## src/hdl/rpn_ram.sv

```systemverilog
// rpn_ram: generic simple dual-port RAM, one write port, one registered read port.
// No dependencies.

module rpn_ram #(
  parameter int WIDTH = 32,
  parameter int DEPTH = 128
) (
  input  logic                     clk,
  input  logic                     we,
  input  logic [$clog2(DEPTH)-1:0] waddr,
  input  logic [WIDTH-1:0]         wdata,
  input  logic                     re,
  input  logic [$clog2(DEPTH)-1:0] raddr,
  output logic [WIDTH-1:0]         rdata
);

  logic [WIDTH-1:0] mem [DEPTH];

  always_ff @(posedge clk) begin
    if (we) begin
      mem[waddr] <= wdata;
    end
    if (re) begin
      rdata <= mem[raddr];
    end
  end

endmodule

```

## config.mk

```make
export PLATFORM = sky130hd
export DESIGN_NAME = rpn_ram
export DESIGN_NICKNAME = d
export VERILOG_FILES = /design/src/hdl/rpn_ram.sv
export SDC_FILE = /design/constraint.sdc
export NUM_CORES = 2
export LEC_CHECK = 0
export BUFFER_PORTS_ARGS = -buffer_cell sky130_fd_sc_hd__buf_2
export CAP_MARGIN = 20
export CORE_ASPECT_RATIO = 1.5
export CORE_MARGIN = 2
export CORE_UTILIZATION = 30
export DETAILED_ROUTE_END_ITERATION = 8
export MAX_ROUTING_LAYER = met4
export PLACE_DENSITY = 0.48
export SETUP_SLACK_MARGIN = 0.3
export SLEW_MARGIN = 5
export SYNTH_ARGS = -nofsm -noshare
export SYNTH_HDL_FRONTEND = slang
export SYNTH_SLANG_ARGS = --single-unit
```

## constraint.sdc

```tcl
create_clock -name clk -period 9.2 [get_ports clk]
set_input_delay 0.46 -clock clk [delete_from_list [all_inputs] [get_ports clk]]
set_output_delay 0.46 -clock clk [all_outputs]
set_load 0.005 [all_outputs]
```

==> metrics.csv <==
stage,metric,value,unit
placed_design,GPL Wtd Cong,0.783,
cts,Clock Path Buffers,4,
power_and_ir_drop,Overall Power,39.0,mW
run,Max Cap Viol,0,
synth,post-synth cell types,16,
placed_design,placed cell areas,167000,um2
timing,"Setup violations, final",0,
grt,largest net degree at the start of global routing,135,
placed_design,Port Buffer Count,80,
synth,area of the mapped netlist,157000,um2
setup_path,crit end category,register,
timing,Slew headroom,20.1,%
timing,worst hold slack,0.0623,ns
timing,Hold Fails Final Rpt,0,
finish,Syn-to-layout area delta,15.1,%
routing,Pre-antenna DRT Iters,8,
grt,first-pass GRT wire length,647000,um
synth,Synth Instances,5990,
setup_path,CP startpoint kind,input port,
synth,"Seq/Total Area, Yosys",79.2,%
min_path,hold path depth,1,
cts,Worst-Skew Late Latency,0.97,ns
timing,clock skew,0.0712,ns
min_path,hold_sp,wdata[30],
setup_path,Setup CP Type,in2reg,
timing,RSZ-0062 raised after global routing,no,
finish,Final Util,34.6,%
cts,Worst-path clk slew,0.07,ns
synth,Syn Nets,6039,
routing,Post-Route WL,479000,um
cts,clk root buf,clkbuf_16,
power_and_ir_drop,Pwr Density,217,nW/um2
setup_path,RR Startpoint,mem[39][20]$_DFFE_PP_,
setup_path,r2r endpoint,rdata[20]$_DFFE_PP_,
placed_design,placed cells,12800,
routing,Iteration-0 DRC Markers,7672,
floorplan,Die X,594,um
routing,Via density,5.12,
timing,"Period Utilization, post-route",40.9,%
setup_path,Critical Path AT,4.45,ns
floorplan,Rows,325,
routing,DR WL/cell,34.9,um
setup_path,Worst Reg-to-Reg Cells,4,
timing,Worst-Margin Slew,1.20,ns
timing,Final TNS setup,0,ns
cts,CTS H-tree lvls,5,
cts,CTS buffer count,388,
placed_design,Setup WS pre-CTS,4.36,ns
grt,grt ovf,0,
setup_path,Worst Path Max Fanout,75,
timing,Tmin final,3.76,ns
synth,Synth Area per Inst,26.1,um2
timing,FMAX,0.266,GHz
power_and_ir_drop,Worst VDD drop,0.153,mV
routing,Routed Antenna Nets,0,
grt,initial antenna violation count,67,
placed_design,DP HPWL,263000,um
floorplan,core footprint,521000,um2
floorplan,Ports,81,
grt,GRT Total Usage,18.5,%
synth,Synth Register Bits,4128,
finish,layout cells sized above 1,35.4,%
routing,Vias,70300,
finish,Finished Layout Cells,13700,
cts,clk sinks,4128,
run_status,status,"finished, final reports clean",
min_path,Hold Crit Class,in2reg,
cts,CTS tree,yes,
timing,worst setup margin,5.44,ns
power_and_ir_drop,Lkg Pwr,53.7,nW
finish,Nets,6423,
grt,vias in the first global route,73700,
min_path,Hold Path End,mem[26][30]$_DFFE_PP_,
setup_path,Worst R2R Setup Slack,6.33,ns
cts,Post-CTS Setup Repair Bufs,0,
synth,Ys Warns,0,
floorplan,Initial Utilization,30.1,%
setup_path,"Req. time, crit path",9.90,ns
routing,DR DRC count,0,
timing,Final Max Tran Viols,0,
finish,Final Cell Area,180000,um2
floorplan,die footprint,528000,um2
floorplan,Die Span Y,889,um
## cell usage after synthesis (all sizes together)
library cell	n	area (um2)
nand2b	2	12.5
nor2	122	458
mux4	1344	30300
nor3	9	45.0
nor2b	7	43.8
edfxtp	4128	124000
nand2	14	52.6
nand4	3	18.8
buf	134	628
or3	1	6.26
nand3	12	60.1
clkbuf	182	683
mux2	32	360
## how the worst max path moves through the flow
stage	start	to	slack [ns]	cells past startpoint
global route	raddr[0]	rdata[28]$_DFFE_PP_	5.23	7
detailed placement	raddr[0]	rdata[28]$_DFFE_PP_	4.36	7
global placement	raddr[0]	rdata[28]$_DFFE_PP_	4.38	7
CTS	raddr[0]	rdata[28]$_DFFE_PP_	5.39	7
floorplan	we	mem[98][0]$_DFFE_PP_	5.50	3
finish	raddr[0]	rdata[28]$_DFFE_PP_	5.44	7
## registers in the layout, summed over array words and instances (netlist names)
register	flops
rdata	32
mem	4096
## per-layer routing
layer | part of all wire (%) | GRT usage [%] | wire length (um) | up-vias
li1 | - | - | - | 27300
met1 | 37 | 21.3 | 177000 | 40200
met2 | 55 | 33.1 | 261000 | 2241
met3 | 5.2 | 2.13 | 25100 | 529
met4 | 3.2 | 6.61 | 15300 | 0
met5 | 0 | - | 0 | -
## power by group
part | switching, mW | internal (mW) | leakage (nW)
combinational | 1.36 | 0.744 | 10.5
clock | 7.10 | 8.98 | 6.06
sequential | 0.0549 | 20.8 | 37.1
total | 8.51 | 30.5 | 53.7
## critical path, cell delays in order
cell and delay (ns):
buf_12 0.51, buf_4 0.53, buf_4 0.73, mux4_2 0.59, mux4_2 0.54, mux4_2 0.64, mux2_2 0.31
## cells in the final DEF, fill, tap and decap left out, types with 4 or more instances in the layout
cell / instances
clkbuf_16: 395
clkinv_4: 4
bufinv_16: 40
nor2_4: 119
buf_4: 234
nor2b_1: 7
clkinv_2: 80
nand3_1: 8
dlygate4sd3_1: 8
diode_2: 197
edfxtp_1: 4128
buf_2: 42
clkinv_1: 73
nand3_2: 4
inv_6: 15
clkinvlp_4: 9
nor3_2: 9
nand2_1: 11
mux2_2: 32
clkbuf_1: 68
buf_12: 20
mux4_2: 1344
## cell type report
| type | instances | area [um2] |
|---|---|---|
| sequential | 4128 | 124000 |
| antenna | 197 | 493 |
| clock buffer | 463 | 10100 |
| timing repair buffer | 310 | 2560 |
| clock inverter | 225 | 2170 |
| multi-input combinational | 1546 | 32300 |
| tap | 6867 | 8590 |
| fill | 47500 | 341000 |
## repair_timing
action / CTS / global route
resized for setup: 0 / 0
hold buffers: 8 / 0
hold endpoints to repair: 307 / 0
## cell families after synthesis
logic type	synth area share [%]
flops	79.2
buf+inv	0.837
simple gates	0.445
mux	19.6
No activity file was read; power rests on OpenSTA's default activity.
