==> config.mk <==
export PLATFORM = sky130hd
export DESIGN_NAME = rpn_alu
export DESIGN_NICKNAME = d
export VERILOG_FILES = /design/src/hdl/rpn_pkg.sv /design/src/hdl/rpn_alu.sv
export SDC_FILE = /design/constraint.sdc
export NUM_CORES = 2
export LEC_CHECK = 0
export ABC_AREA = 1
export CAP_MARGIN = 20
export CORE_ASPECT_RATIO = 1.25
export CORE_MARGIN = 8
export CORE_UTILIZATION = 66
export DETAILED_ROUTE_END_ITERATION = 7
export DONT_BUFFER_PORTS = 1
export PLACE_DENSITY_LB_ADDON = 0.12
export REMOVE_ABC_BUFFERS = 1
export SYNTH_ARGS = -nofsm -noshare
export SYNTH_HDL_FRONTEND = slang
export SYNTH_SLANG_ARGS = --single-unit
==> constraint.sdc <==
create_clock -name clk -period 20.6 [get_ports clk]
set_clock_uncertainty 0.05 [all_clocks]
set_input_delay 2.06 -clock clk [delete_from_list [all_inputs] [get_ports clk]]
set_output_delay 2.06 -clock clk [all_outputs]
set_load 0.005 [all_outputs]
==> src/hdl/rpn_pkg.sv <==
// rpn_pkg: shared types, constants and codes for the RPN stack evaluator.
// No dependencies; used by rpn_alu and rpn_stack_evaluator.

package rpn_pkg;

  // Stack geometry
  localparam int STACK_DEPTH = 128;
  localparam int ADDR_W      = $clog2(STACK_DEPTH);
  localparam int PTR_W       = $clog2(STACK_DEPTH + 1);

  localparam int DATA_W    = 32;
  localparam int DIV_STEPS = DATA_W;
  localparam int CNT_W     = $clog2(DIV_STEPS);

  // Character codes
  localparam logic [7:0] CH_0   = 8'h30;
  localparam logic [7:0] CH_9   = 8'h39;
  localparam logic [7:0] CH_ADD = 8'h2B;
  localparam logic [7:0] CH_SUB = 8'h2D;
  localparam logic [7:0] CH_MUL = 8'h2A;
  localparam logic [7:0] CH_DIV = 8'h2F;
  localparam logic [7:0] CH_EQ  = 8'h3D;

  // Sticky status codes
  localparam logic [1:0] ST_OK      = 2'd0;
  localparam logic [1:0] ST_OVERFLW = 2'd1;
  localparam logic [1:0] ST_DIVZERO = 2'd2;

  typedef enum logic [1:0] {
    ALU_ADD,
    ALU_SUB,
    ALU_MUL,
    ALU_DIV
  } alu_op_t;

  typedef struct packed {
    logic    start;
    alu_op_t op;
  } alu_req_t;

  typedef struct packed {
    logic done;
    logic divzero;
  } alu_rsp_t;

  typedef enum logic [1:0] {
    A_IDLE,
    A_DIV,
    A_FIX,
    A_DONE
  } alu_state_t;

  typedef enum logic [2:0] {
    S_IDLE,
    S_POP_A,
    S_EXEC,
    S_WAIT,
    S_EQ
  } seq_state_t;

endpackage

==> src/hdl/rpn_alu.sv <==
// rpn_alu: shared arithmetic unit - add, subtract, multiply in one step,
// signed divide by a radix-2 restoring loop. Depends on rpn_pkg.

module rpn_alu (
  input  logic                     clk,
  input  logic                     rst,
  input  rpn_pkg::alu_req_t        req,
  input  logic [rpn_pkg::DATA_W-1:0] a,
  input  logic [rpn_pkg::DATA_W-1:0] b,
  output rpn_pkg::alu_rsp_t        rsp,
  output logic [rpn_pkg::DATA_W-1:0] result
);

  rpn_pkg::alu_state_t state, state_next;

  logic [rpn_pkg::CNT_W-1:0]  count;
  logic                       neg;
  logic                       divzero;
  logic [rpn_pkg::DATA_W-1:0] divisor;
  logic [rpn_pkg::DATA_W-1:0] quo;
  logic [rpn_pkg::DATA_W-1:0] rem;
  logic [rpn_pkg::DATA_W:0]   rem_sh;
  logic [rpn_pkg::DATA_W:0]   trial;
  logic                       trial_ok;

  // one restoring step
  assign rem_sh   = {rem, quo[rpn_pkg::DATA_W-1]};
  assign trial    = rem_sh - {1'b0, divisor};
  assign trial_ok = !trial[rpn_pkg::DATA_W];

  always_ff @(posedge clk) begin
    if (rst) begin
      state <= rpn_pkg::A_IDLE;
    end else begin
      state <= state_next;
    end
  end

  always_ff @(posedge clk) begin
    unique case (state)
      rpn_pkg::A_IDLE: begin
        if (req.start) begin
          divzero <= 1'b0;
          unique case (req.op)
            rpn_pkg::ALU_ADD: result <= a + b;
            rpn_pkg::ALU_SUB: result <= a - b;
            rpn_pkg::ALU_MUL: result <= a * b;
            rpn_pkg::ALU_DIV: begin
              divzero <= (b == '0);
              result  <= '0;
              neg     <= a[rpn_pkg::DATA_W-1] ^ b[rpn_pkg::DATA_W-1];
              quo     <= a[rpn_pkg::DATA_W-1] ? (-a) : a;
              divisor <= b[rpn_pkg::DATA_W-1] ? (-b) : b;
              rem     <= '0;
              count   <= '0;
            end
          endcase
        end
      end
      rpn_pkg::A_DIV: begin
        rem   <= trial_ok ? trial[rpn_pkg::DATA_W-1:0] : rem_sh[rpn_pkg::DATA_W-1:0];
        quo   <= {quo[rpn_pkg::DATA_W-2:0], trial_ok};
        count <= count + 1'b1;
      end
      rpn_pkg::A_FIX: result <= neg ? (-quo) : quo;
      rpn_pkg::A_DONE: ;
    endcase
  end

  always_comb begin
    state_next = state;
    unique case (state)
      rpn_pkg::A_IDLE: begin
        if (req.start) begin
          if (req.op == rpn_pkg::ALU_DIV && b != '0) begin
            state_next = rpn_pkg::A_DIV;
          end else begin
            state_next = rpn_pkg::A_DONE;
          end
        end
      end
      rpn_pkg::A_DIV: begin
        if (count == rpn_pkg::CNT_W'(rpn_pkg::DIV_STEPS - 1)) begin
          state_next = rpn_pkg::A_FIX;
        end
      end
      rpn_pkg::A_FIX:  state_next = rpn_pkg::A_DONE;
      rpn_pkg::A_DONE: state_next = rpn_pkg::A_IDLE;
    endcase
  end

  always_comb begin
    rsp.done    = (state == rpn_pkg::A_DONE);
    rsp.divzero = divzero;
  end

endmodule

==> impl_metrics.json <==
{
  "outcome": "finished, final reports clean",
  "drive_above_1_share_pct": 2.938,
  "crit_path_start_kind": "input pin",
  "clockBufferDepth": 2,
  "drc": 0,
  "drt-total-wl_um": 87600,
  "synth_top_cells_by_area": "fa_1 29%, edfxtp_1 14%, nand2_1 12%, inv_1 12%, ha_1 8.6%",
  "synth_edf_count": 135,
  "first_pass_iters": 8,
  "cts_resized": 0,
  "hold_viol_final": 0,
  "setup_viol": 0,
  "cts_htree_levels": 4,
  "yosysWarningCount": 0,
  "cts_tree": "built",
  "ys.flop_type": "edfxtp_1",
  "period_minus_slack_ps": 8292,
  "finalCritPeriodShare_pct": 40.25,
  "overflow": 0,
  "clockRootBuffer": "clkbuf_16",
  "tns_ps": 0,
  "grt_pass1_vias": 25920,
  "drv_slew": 0,
  "ys_async_sr_fraction_pct": 0,
  "tightestPinTransition_ps": 957.9,
  "fp.coreArea_mm2": 0.04297,
  "max-cap-violations": 0,
  "ys_seq_area_share_pct": 14.29,
  "rsz0062_at_grt": "false",
  "syn_area_mm2": 0.02865,
  "max_freq_mhz": 120.6,
  "ctsHoldBuffers": 0,
  "ys_types": 65,
  "start_util_pct": 66.68,
  "post_synth.cell_area_avg_um2": 7.380,
  "r2r_setup_slack_ps": 17270,
  "hold_ws_ps": 465.3,
  "fin_nets": 4406,
  "grt_max_degree": 70,
  "insertion_delay_ps": 440,
  "die_h_um": 248.9,
  "relSlewSlack_pct": 36.14,
  "portBuffers": 0,
  "dpl.hpwl_um": 68250,
  "synth.ff_latch_count": 137,
  "grt_first_pass_wirelength_um": 138600,
  "dieArea_mm2": 0.05037,
  "synth_top_area_share_pct": 28.65,
  "post-synth-top-area-cell": "fa_1",
  "hp-start": "state[1]",
  "synth_cells": 3882,
  "routed_via_density": 5.805,
  "via_count": 25010,
  "n_antenna_cell": 0,
  "first_iter_violations": 2232,
  "arrival_ps": 8420,
  "r2r_start": "quo[31]",
  "syn_to_final_growth_pct": 2.315,
  "chipWidth_um": 202.4,
  "antenna_found_initial": 1,
  "clock_sinks": 137,
  "path_clk_slew_ps": 70,
  "crit_path_max_fanout": 35,
  "post_cts_buffers": 0,
  "required_ps": 20730,
  "numCtsBuffers": 17,
  "crit_type": "input pin to register",
  "globalRouteTotalUtil_pct": 34.88,
  "startpoint": "b[2]",
  "ios": 103,
  "ant_nets": 0,
  "avgRoutedWirePerCell_um": 20.33,
  "hold_class": "register to register",
  "place.gp.congestion": 1.059,
  "end_kind": "register",
  "num_rows": 85
}
==> cell families after synthesis <==
family	share of synthesized area, %
buf+inv	14.90
simple gates	19.89
flops	14.29
compound gates	10.08
xor+xnor	3.638
fa+ha+maj	37.21
==> metal layers <==
metal / up-vias / track usage (%) / share of wire, %
li1: 11410 / - / -
met1: 11960 / 43.45 / 38
met2: 1367 / 58.10 / 48
met3: 275 / 5.113 / 9.2
met4: 2 / 18.38 / 5.5
met5: - / 0 / 0.013
==> synthesized netlist by cell type (all sizes together), types with 3 or more instances <==
cell / count
a21boi: 3
a21o: 13
a21oi: 188
a221oi: 4
a31oi: 19
a32oi: 6
buf: 60
clkbuf: 120
edfxtp: 135
fa: 410
ha: 196
inv: 932
nand2: 957
nand3: 89
nand3b: 4
nand4: 22
nor2: 247
nor3: 30
nor4: 11
o211ai: 6
o21a: 4
o21ai: 255
o21bai: 14
o31ai: 4
or2: 16
xnor2: 41
xor2: 78
==> cells in the final DEF, fill, tap and decap left out, types with 13 or more instances in the layout <==
| cell type | instances |
|---|---|
| a21o_1 | 13 |
| a21oi_1 | 183 |
| a31oi_1 | 19 |
| clkbuf_16 | 17 |
| edfxtp_1 | 135 |
| fa_1 | 410 |
| ha_1 | 195 |
| inv_1 | 928 |
| nand2_1 | 949 |
| nand3_1 | 85 |
| nand4_1 | 18 |
| nor2_1 | 236 |
| nor3_1 | 21 |
| o21ai_0 | 217 |
| o21ai_1 | 35 |
| o21bai_1 | 14 |
| or2_2 | 14 |
| xnor2_1 | 41 |
| xor2_1 | 78 |
==> state kept, by name (all words and copies together) (netlist names) <==
| name | flops |
|---|---|
| divzero | 1 |
| quo | 32 |
| rem | 32 |
| neg | 1 |
| state | 2 |
| count | 5 |
| result | 32 |
| divisor | 32 |
==> final timing paths <==
check                                  end  depth (start not counted)
worst min-delay path              state[1]                          2
worst max register to register     rem[11]                         17
worst max-delay path            result[28]                         28
worst min register to register    state[1]                          2
==> critical path, stage by stage <==
cell and delay, ps:
nand2_1 50, inv_1 50, fa_1 530, inv_1 50
fa_1 490, fa_1 450, fa_1 540, inv_1 50
fa_1 490, inv_1 50, fa_1 530, inv_1 50
fa_1 500, fa_1 420, ha_1 350, nand2_1 120
nor4_1 500, nand4_1 150, nand3_1 190, nand2_1 70
nand2_1 90, inv_1 50, o21bai_1 150, a21oi_1 80
o21ai_0 120, nand2_1 70, nand2_1 70, nand2_1 60
==> through the flow <==
stage	cells	setup WS (ps)	utilization (%)	area [um2]
after CTS	4308	12380	68.16	29290
after floorplan	3702	12380	-	27890
after global routing	4309	11970	68.22	29310
after global placement	4276	11950	66.78	28690
after detailed placement	4276	11920	66.78	28690
final	4309	12310	68.22	29310
==> layout make-up <==
type | instances | area (um2)
well taps | 565 | 706.9
repair buffers | 10 | 95.09
clock inverters | 15 | 167.7
flip-flops and latches | 137 | 4094
inverters | 934 | 3506
clock buffers | 17 | 425.4
multi-input cells | 2631 | 20320
fillers | 3666 | 13650
Power is not shown: default switching activity piles up to over one toggle a cycle in this logic, so the estimate is an artifact.
